File: src/hw/rtl/tpm_pkg.sv
// Shared types and constants for the touch raw to pixel map block.
package tpm_pkg;

  localparam int RAW_W   = 12;
  localparam int CAL_W   = 16;
  localparam int PIX_W   = 12;
  localparam int REM_W   = CAL_W + PIX_W;
  localparam int CFG_W   = 16;
  localparam int CFG_IDX_W = 3;

  localparam logic [CFG_IDX_W-1:0] CFG_CAL_X_LEFT   = 3'd0;
  localparam logic [CFG_IDX_W-1:0] CFG_CAL_X_RIGHT  = 3'd1;
  localparam logic [CFG_IDX_W-1:0] CFG_CAL_Y_TOP    = 3'd2;
  localparam logic [CFG_IDX_W-1:0] CFG_CAL_Y_BOTTOM = 3'd3;
  localparam logic [CFG_IDX_W-1:0] CFG_SWAP_AXES    = 3'd4;
  localparam logic [CFG_IDX_W-1:0] CFG_PANEL_WIDTH  = 3'd5;
  localparam logic [CFG_IDX_W-1:0] CFG_PANEL_HEIGHT = 3'd6;

  localparam logic signed [CAL_W-1:0] RST_CAL_LOW  = 16'sd200;
  localparam logic signed [CAL_W-1:0] RST_CAL_HIGH = 16'sd3800;
  localparam logic [PIX_W-1:0]        RST_WIDTH    = 12'd320;
  localparam logic [PIX_W-1:0]        RST_HEIGHT   = 12'd240;

  typedef struct packed {
    logic [RAW_W-1:0] raw_x_sample;
    logic [RAW_W-1:0] raw_y_sample;
  } in_item_t;

  typedef struct packed {
    logic [PIX_W-1:0] pixel_x;
    logic [PIX_W-1:0] pixel_y;
  } out_item_t;

  typedef struct packed {
    logic signed [CAL_W-1:0] cal_x_left;
    logic signed [CAL_W-1:0] cal_x_right;
    logic signed [CAL_W-1:0] cal_y_top;
    logic signed [CAL_W-1:0] cal_y_bottom;
    logic                    swap_axes;
    logic [PIX_W-1:0]        panel_width;
    logic [PIX_W-1:0]        panel_height;
  } cfg_t;

  // One axis in flight through the divider: partial remainder, divisor, quotient so far.
  typedef struct packed {
    logic [REM_W-1:0] rem;
    logic [CAL_W-1:0] den;
    logic [PIX_W-1:0] quo;
  } div_lane_t;

  typedef struct packed {
    div_lane_t x;
    div_lane_t y;
  } div_item_t;

endpackage

File: src/hw/rtl/touch_raw_to_pixel_map.sv
// An accepted item passes the front clamp, multiply, twelve divider cells and the output
// register in that order, and its result may then wait on out_stall.
// Throughput: one item per cycle while out_stall is low; each divider cell settles one
// quotient bit of both axes, and the chain of twelve cells passes a new item along every cycle.
// Reset (synchronous, rst_n low) empties the pipeline and loads the calibration
// registers with 200/3800 per axis, no swap and a 320 by 240 panel.
module touch_raw_to_pixel_map (
  input  logic                          clk,
  input  logic                          rst_n,
  input  logic                          in_valid,
  output logic                          in_stall,
  input  tpm_pkg::in_item_t             in_data,
  output logic                          out_valid,
  input  logic                          out_stall,
  output tpm_pkg::out_item_t            out_data,
  input  logic                          cfg_wr_en,
  input  logic [tpm_pkg::CFG_IDX_W-1:0] cfg_index,
  input  logic [tpm_pkg::CFG_W-1:0]     cfg_wdata
);

  localparam int NCELL = tpm_pkg::PIX_W;

  tpm_pkg::cfg_t      cfg_r;
  logic               front_ready;
  logic               chain_valid [0:NCELL];
  logic               chain_ready [0:NCELL];
  tpm_pkg::div_item_t chain_data  [0:NCELL];
  logic               out_valid_r;
  tpm_pkg::out_item_t out_data_r;
  logic               out_ready;

  always_ff @(posedge clk) begin
    if (!rst_n) begin
      cfg_r.cal_x_left   <= tpm_pkg::RST_CAL_LOW;
      cfg_r.cal_x_right  <= tpm_pkg::RST_CAL_HIGH;
      cfg_r.cal_y_top    <= tpm_pkg::RST_CAL_LOW;
      cfg_r.cal_y_bottom <= tpm_pkg::RST_CAL_HIGH;
      cfg_r.swap_axes    <= 1'b0;
      cfg_r.panel_width  <= tpm_pkg::RST_WIDTH;
      cfg_r.panel_height <= tpm_pkg::RST_HEIGHT;
    end else if (cfg_wr_en) begin
      case (cfg_index)
        tpm_pkg::CFG_CAL_X_LEFT:   cfg_r.cal_x_left   <= cfg_wdata;
        tpm_pkg::CFG_CAL_X_RIGHT:  cfg_r.cal_x_right  <= cfg_wdata;
        tpm_pkg::CFG_CAL_Y_TOP:    cfg_r.cal_y_top    <= cfg_wdata;
        tpm_pkg::CFG_CAL_Y_BOTTOM: cfg_r.cal_y_bottom <= cfg_wdata;
        tpm_pkg::CFG_SWAP_AXES:    cfg_r.swap_axes    <= cfg_wdata[0];
        tpm_pkg::CFG_PANEL_WIDTH:  cfg_r.panel_width  <= cfg_wdata[tpm_pkg::PIX_W-1:0];
        tpm_pkg::CFG_PANEL_HEIGHT: cfg_r.panel_height <= cfg_wdata[tpm_pkg::PIX_W-1:0];
        default: ;
      endcase
    end
  end

  tpm_front u_front (
    .clk      (clk),
    .rst_n    (rst_n),
    .cfg      (cfg_r),
    .up_valid (in_valid),
    .up_data  (in_data),
    .up_ready (front_ready),
    .dn_valid (chain_valid[0]),
    .dn_data  (chain_data[0]),
    .dn_ready (chain_ready[0])
  );

  assign in_stall = !front_ready;

  for (genvar k = 0; k < NCELL; k++) begin : g_cell
    tpm_div_cell u_cell (
      .clk      (clk),
      .rst_n    (rst_n),
      .up_valid (chain_valid[k]),
      .up_data  (chain_data[k]),
      .up_ready (chain_ready[k]),
      .dn_valid (chain_valid[k+1]),
      .dn_data  (chain_data[k+1]),
      .dn_ready (chain_ready[k+1])
    );
  end

  // The output register takes a new item when it is empty or its item is taken, so the
  // chain holds while a result waits on out_stall.
  assign out_ready          = !out_valid_r || !out_stall;
  assign chain_ready[NCELL] = out_ready;

  always_ff @(posedge clk) begin
    if (!rst_n) begin
      out_valid_r <= 1'b0;
    end else if (out_ready) begin
      out_valid_r <= chain_valid[NCELL];
    end
  end

  always_ff @(posedge clk) begin
    if (out_ready && chain_valid[NCELL]) begin
      out_data_r.pixel_x <= chain_data[NCELL].x.quo;
      out_data_r.pixel_y <= chain_data[NCELL].y.quo;
    end
  end

  assign out_valid = out_valid_r;
  assign out_data  = out_data_r;

  // After the last cell the remainder must be below the divisor, else a quotient bit was lost.
  a_div_rem_x: assert property (@(posedge clk) disable iff (!rst_n)
    chain_valid[NCELL] |->
      (chain_data[NCELL].x.rem < (tpm_pkg::REM_W'(chain_data[NCELL].x.den) << NCELL)))
    else $error("x divider remainder not below divisor");

  a_div_rem_y: assert property (@(posedge clk) disable iff (!rst_n)
    chain_valid[NCELL] |->
      (chain_data[NCELL].y.rem < (tpm_pkg::REM_W'(chain_data[NCELL].y.den) << NCELL)))
    else $error("y divider remainder not below divisor");

  // A finished item in the last cell moves into an empty output register at once.
  a_out_fill: assert property (@(posedge clk) disable iff (!rst_n)
    (chain_valid[NCELL] && !out_valid_r) |=> out_valid_r)
    else $error("output register did not take a finished item");

  a_reset_empty: assert property (@(posedge clk)
    !rst_n |=> !out_valid_r)
    else $error("output valid after reset");

endmodule

File: src/hw/rtl/tpm_front.sv
// Front end: axis swap, clamp into the calibrated span, and the scaling multiply.
module tpm_front (
  input  logic                clk,
  input  logic                rst_n,
  input  tpm_pkg::cfg_t       cfg,
  input  logic                up_valid,
  input  tpm_pkg::in_item_t   up_data,
  output logic                up_ready,
  output logic                dn_valid,
  output tpm_pkg::div_item_t  dn_data,
  input  logic                dn_ready
);

  typedef struct packed {
    logic [tpm_pkg::CAL_W-1:0] num;
    logic [tpm_pkg::CAL_W-1:0] den;
  } axis_prep_t;

  // The clamped raw value always lies between the two ends, so the scaled
  // result is |raw - end_a| * top / |end_b - end_a| and never needs a clamp.
  function automatic axis_prep_t prep_axis(
    input logic [tpm_pkg::RAW_W-1:0]        raw,
    input logic signed [tpm_pkg::CAL_W-1:0] end_a,
    input logic signed [tpm_pkg::CAL_W-1:0] end_b
  );
    logic signed [tpm_pkg::CAL_W+1:0] r, a, b, lo, hi, rc, diff, span, neg_diff, neg_span;
    axis_prep_t p;
    r    = {{(tpm_pkg::CAL_W+2-tpm_pkg::RAW_W){1'b0}}, raw};
    a    = {{2{end_a[tpm_pkg::CAL_W-1]}}, end_a};
    b    = {{2{end_b[tpm_pkg::CAL_W-1]}}, end_b};
    lo   = (a < b) ? a : b;
    hi   = (a < b) ? b : a;
    rc   = (r < lo) ? lo : ((r > hi) ? hi : r);
    diff = rc - a;
    span = b - a;
    neg_diff = -diff;
    neg_span = -span;
    p.num = diff[tpm_pkg::CAL_W+1] ? neg_diff[tpm_pkg::CAL_W-1:0] : diff[tpm_pkg::CAL_W-1:0];
    if (span == '0) begin
      // Equal ends: a zero numerator over a unit divisor gives zero.
      p.den = tpm_pkg::CAL_W'(1);
    end else begin
      p.den = span[tpm_pkg::CAL_W+1] ? neg_span[tpm_pkg::CAL_W-1:0]
                                     : span[tpm_pkg::CAL_W-1:0];
    end
    return p;
  endfunction

  logic                       s1_valid_r;
  axis_prep_t                 s1_x_r, s1_y_r;
  logic [tpm_pkg::PIX_W-1:0]  s1_tx_r, s1_ty_r;
  logic                       s2_valid_r;
  tpm_pkg::div_item_t         s2_data_r;

  axis_prep_t                 px_nxt, py_nxt;
  logic [tpm_pkg::RAW_W-1:0]  ra, rb;
  logic                       s1_ready, s2_ready;

  assign s2_ready = !s2_valid_r || dn_ready;
  assign s1_ready = !s1_valid_r || s2_ready;
  assign up_ready = s1_ready;

  always_comb begin
    ra = cfg.swap_axes ? up_data.raw_y_sample : up_data.raw_x_sample;
    rb = cfg.swap_axes ? up_data.raw_x_sample : up_data.raw_y_sample;
    px_nxt = prep_axis(ra, cfg.cal_x_left, cfg.cal_x_right);
    py_nxt = prep_axis(rb, cfg.cal_y_top, cfg.cal_y_bottom);
    if (cfg.panel_width == '0 || cfg.panel_height == '0) begin
      px_nxt.num = '0;
      py_nxt.num = '0;
    end
  end

  always_ff @(posedge clk) begin
    if (!rst_n) begin
      s1_valid_r <= 1'b0;
      s2_valid_r <= 1'b0;
    end else begin
      if (s1_ready) begin
        s1_valid_r <= up_valid;
      end
      if (s2_ready) begin
        s2_valid_r <= s1_valid_r;
      end
    end
  end

  always_ff @(posedge clk) begin
    if (s1_ready && up_valid) begin
      s1_x_r  <= px_nxt;
      s1_y_r  <= py_nxt;
      s1_tx_r <= cfg.panel_width - tpm_pkg::PIX_W'(1);
      s1_ty_r <= cfg.panel_height - tpm_pkg::PIX_W'(1);
    end
    if (s2_ready && s1_valid_r) begin
      s2_data_r.x.rem <= tpm_pkg::REM_W'(s1_x_r.num) * tpm_pkg::REM_W'(s1_tx_r);
      s2_data_r.x.den <= s1_x_r.den;
      s2_data_r.x.quo <= '0;
      s2_data_r.y.rem <= tpm_pkg::REM_W'(s1_y_r.num) * tpm_pkg::REM_W'(s1_ty_r);
      s2_data_r.y.den <= s1_y_r.den;
      s2_data_r.y.quo <= '0;
    end
  end

  assign dn_valid = s2_valid_r;
  assign dn_data  = s2_data_r;

endmodule

File: src/hw/rtl/tpm_div_cell.sv
// One divider cell: settles one quotient bit for both axes and passes the item on.
module tpm_div_cell (
  input  logic                clk,
  input  logic                rst_n,
  input  logic                up_valid,
  input  tpm_pkg::div_item_t  up_data,
  output logic                up_ready,
  output logic                dn_valid,
  output tpm_pkg::div_item_t  dn_data,
  input  logic                dn_ready
);

  // Restoring step against the divisor aligned to the top quotient bit; the
  // remainder shifts left so that every cell compares at the same place.
  function automatic tpm_pkg::div_lane_t div_step(input tpm_pkg::div_lane_t l);
    logic [tpm_pkg::REM_W-1:0] dd, diff;
    logic                      ge;
    tpm_pkg::div_lane_t        o;
    dd   = tpm_pkg::REM_W'(l.den) << (tpm_pkg::PIX_W - 1);
    ge   = (l.rem >= dd);
    diff = ge ? (l.rem - dd) : l.rem;
    o.rem = {diff[tpm_pkg::REM_W-2:0], 1'b0};
    o.den = l.den;
    o.quo = {l.quo[tpm_pkg::PIX_W-2:0], ge};
    return o;
  endfunction

  logic               valid_r;
  tpm_pkg::div_item_t data_r;

  assign up_ready = !valid_r || dn_ready;

  always_ff @(posedge clk) begin
    if (!rst_n) begin
      valid_r <= 1'b0;
    end else if (up_ready) begin
      valid_r <= up_valid;
    end
  end

  always_ff @(posedge clk) begin
    if (up_ready && up_valid) begin
      data_r.x <= div_step(up_data.x);
      data_r.y <= div_step(up_data.y);
    end
  end

  assign dn_valid = valid_r;
  assign dn_data  = data_r;

endmodule
File: config.mk
export PLATFORM = sky130hd
export DESIGN_NAME = touch_raw_to_pixel_map
export DESIGN_NICKNAME = d
export VERILOG_FILES = /design/src/hw/rtl/tpm_pkg.sv /design/src/hw/rtl/touch_raw_to_pixel_map.sv /design/src/hw/rtl/tpm_front.sv /design/src/hw/rtl/tpm_div_cell.sv
export SDC_FILE = /design/constraint.sdc
export NUM_CORES = 2
export LEC_CHECK = 0
export BUFFER_PORTS_ARGS = -buffer_cell sky130_fd_sc_hd__buf_2
export CAP_MARGIN = 20
export CELL_PAD_IN_SITES_DETAIL_PLACEMENT = 1
export CELL_PAD_IN_SITES_GLOBAL_PLACEMENT = 2
export CORE_ASPECT_RATIO = 0.6
export CORE_MARGIN = 5
export CORE_UTILIZATION = 44
export DETAILED_ROUTE_END_ITERATION = 8
export GPL_ROUTABILITY_DRIVEN = 0
export PLACE_DENSITY_LB_ADDON = 0.08
export SLEW_MARGIN = 20
export SYNTH_ARGS = -nofsm -noshare
export SYNTH_HDL_FRONTEND = slang
export SYNTH_SLANG_ARGS = --single-unit
File: constraint.sdc
create_clock -name clk -period 10.29 [get_ports clk]
set_clock_uncertainty 0.2 [all_clocks]
set_input_delay 0 -clock clk [delete_from_list [all_inputs] [get_ports clk]]
set_output_delay 0 -clock clk [all_outputs]
set_load 0.05 [all_outputs]
==> metrics.md <==
| Metric | Value |
|---|---|
| Setup crit end kind | `flop` |
| Root buf cell | `clkbuf_16` |
| Clock slew at reported path FFs | `60 ps` |
| CP Launch Type | `flop` |
| Setup crit start | `cfg_r[48]` |
| Vias | `55,020` |
| Post-synth ARST share | `0` |
| Rows | `121` |
| Setup Viol. Count Final | `0` |
| Post-Syn Nets | `8,277` |
| Synthesized area per cell | `roughly 11 sq um` |
| Clock latency on the worst-skew pair | `800 ps` |
| FF-to-FF path depth | `32` |
| Share of cells above drive strength 1 | `0.07964` |
| Die Width | `562.5 um` |
| Crit path largest cell delay | `710 ps` |
| R2r endpoint | `u_front.s1_y_r[30]` |
| Post-route cell area | `0.08918 sq mm` |
| #FFs+latches synth | `around 1,300` |
| CP max FO | `24` |
| First-pass GRT wire length | `350.8 mm` |
| Flop-to-flop setup slack | `approximately 1300 ps` |
| Crit path kind | `flop to flop` |
| Status | `finished, final reports clean` |
| Post-layout minimum cycle time | `9010 ps` |
| Gr usage total | `0.2360` |
| Yosys warning count | `0` |
| Synthesized area | `about 0.081 sq mm` |
| H-tree levels | `4` |
| Post-route antenna net violation count | `0` |
| Nets | `8,444` |
| Dpl cell area | `0.08390 sq mm` |
| Worst hold path type | `input port to flop` |
| P&R area growth vs syn | `10.67%` |
| DP Wirelength | `177.6 mm` |
| Initial Util | `0.4435` |
| Die footprint | `0.1921 sq mm` |
| Worst Path Arrival | `9300 ps` |
| Main flop type after synthesis | `edfxtp_1` |
| Clock Sink Count | `1,296` |
| First-pass detailed-route iteration total | `5` |
| Max clock buf depth | `4` |
| Port Buffer Count | `73` |
| Die height | `341.5 um` |
| Total CTS buffers | `144` |
| CTS tree | `built` |
| Core Region | `around 0.18 sq mm` |
| Final Hold Viols | `0` |
| Initial antenna violation count | `17` |
| Sequential cell area fraction in the yosys report | `0.4701` |
| Routed vias/inst | `5.523` |
| Top Ports | `74` |
| FF-to-FF Start | `cfg_r[48]` |
| Final Max Slew Viols | `0` |
| Routed WL per cell | `23.02 um` |
| # Max-Cap Violations | `0` |
| Max Freq | `0.1110 GHz` |
| CP required | `10,580 ps` |
| Slew at the pin with the worst max-slew slack | `1141 ps` |
| EDFF count, synth | `1,192` |
| Starting DRT DRC Count | `3,970` |
| Setup tns final | `0 ps` |
| Crit path capture | `u_front.s1_y_r[30]` |
| Final period util | `0.8756` |
| Residual DRC | `0` |
| Slew margin rel. | `0.2342` |
| Vias in the first global route | `56,530` |
| Syn Inst Count | `7,291` |
| RSZ-0062 raised after global routing | `false` |
| Final WL | `around 230 mm` |
| CP max-delay cell | `nor4bb_1` |
| Largest net degree at the start of global routing | `between 70 and 80` |
| Post-synthesis cell type count | `90` |
| Grt ovf | `0` |
## cells in the mapped netlist, types with 21 or more instances
cell	n	share of area
xor2_1	136	0.015
o21a_1	70	0.0065
o31ai_1	32	0.0030
clkbuf_1	137	0.0064
xnor2_1	253	0.027
edfxtp_1	1192	0.44
ha_1	632	0.098
o21ai_0	284	0.018
nor2b_1	110	0.0085
a211oi_1	45	0.0042
a21o_1	111	0.010
and2_1	137	0.011
inv_1	882	0.041
or3_1	63	0.0049
nor2_1	411	0.019
nor4_1	47	0.0036
o21bai_1	24	0.0022
nand2_1	732	0.034
a21oi_1	354	0.022
nand4_1	72	0.0056
buf_2	22	0.0014
or2_2	26	0.0020
mux2_2	201	0.028
fa_1	306	0.076
a31oi_1	21	0.0016
o211ai_1	35	0.0033
nand2b_1	74	0.0057
mux2i_1	90	0.011
dfxtp_1	104	0.026
a21boi_0	113	0.011
and3_1	32	0.0025
nand3_1	108	0.0067
nor3_1	154	0.0096
## worst max-delay path: cells and delay by family, from the launching register on
kind	cells	cell delay, ps
multiplexers	1	320
XOR/XNOR	1	190
AO/OA/AOI/OAI	15	4170
AND/OR/NAND/NOR	9	1770
adder cells (fa/ha/maj)	4	1330
flip-flops	1	330
buffers and inverters	2	420
## metal layers
layer  global-route usage  routed length (um)
met5                    0                  34
met4              0.03752                3418
met3              0.04827               14530
met2               0.3323               92240
met1               0.3764              119000
## logic make-up after synthesis
kind of cell,after synthesis,share of synthesized area
AOI/OAI and AO/OA,1270,0.1022
xor gates and xnor gates,389,0.04228
adders and majority gates,938,0.1742
buffers and inverters,1050,0.04930
DFF,1296,0.4701
muxes,292,0.03946
and+or+nand+nor,2056,0.1226
## stage by stage
| stage | hold slack, ps | util | instances | worst slack, ps |
|---|---|---|---|---|
| 3_5_place_dp | 39.59 | 0.4618 | 9648 | 1469 |
| 5_1_grt | 158.3 | 0.4908 | 9959 | 781.0 |
| 4_1_cts | 105.8 | 0.4907 | 9957 | 1449 |
| 6_report | 168.3 | 0.4909 | 9961 | 1280 |
| 2_1_floorplan | -76.03 | - | 7291 | 1245 |
| 3_3_place_gp | 39.31 | 0.4618 | 9648 | 1643 |
## final cells by class
cell class,instances,area (sq um)
multi-input cells,4945,38950
repair buffers,188,1386
clock buffers,182,3820
diodes,4,10.01
well taps,2398,3000
inverters,883,3314
flip-flops and latches,1296,37880
clock inverters,65,817.0
fillers,19310,92500
## placed cells by master (no fill, tap or decap), types with 74 or more instances in the layout
| cell | instances |
|---|---|
| edfxtp_1 | 1192 |
| nor2b_1 | 102 |
| a21o_1 | 111 |
| mux2_2 | 201 |
| a21boi_0 | 109 |
| a21oi_1 | 352 |
| nor2_1 | 409 |
| and2_1 | 135 |
| dfxtp_1 | 104 |
| nor3_1 | 153 |
| xor2_1 | 136 |
| mux2i_1 | 90 |
| nand2b_1 | 74 |
| clkbuf_16 | 147 |
| nand3_1 | 108 |
| nand2_1 | 732 |
| fa_1 | 306 |
| ha_1 | 632 |
| o21ai_0 | 283 |
| xnor2_1 | 253 |
| inv_1 | 882 |
## worst min-delay path by stage
stage            startpoint                 end  cells past startpoint
2_1_floorplan  cfg_wdata[6]           cfg_r[18]                      2
3_3_place_gp       in_valid  u_front.s1_valid_r                      2
3_5_place_dp       in_valid  u_front.s1_valid_r                      2
4_1_cts        cfg_index[1]           cfg_r[24]                      5
5_1_grt        cfg_index[1]           cfg_r[24]                      5
6_report         in_data[5]  u_front.s1_x_r[21]                      8
## repair_timing
| action | CTS | global route |
|---|---|---|
| resized for setup | 0 | 0 |
| hold buffers | 62 | 0 |
| hold endpoints to repair | 157 | 0 |
| buffers inserted | 0 | 0 |
## flip-flops by register name, summed over array words and instances, names as in the netlist
signal / cells
g_cell.u_cell.dn_data: 992
u_front.dn_valid: 1
out_data: 24
u_front.s1_valid_r: 1
cfg_r: 89
out_valid: 1
u_front.s1_ty_r: 12
u_front.s1_y_r: 32
u_front.s1_tx_r: 12
u_front.s1_x_r: 32
g_cell.u_cell.dn_valid: 12
u_front.dn_data: 88
Power is left out: the tool's default activity adds up to more than one toggle a clock period on the data nets, which glitch-free logic cannot reach.
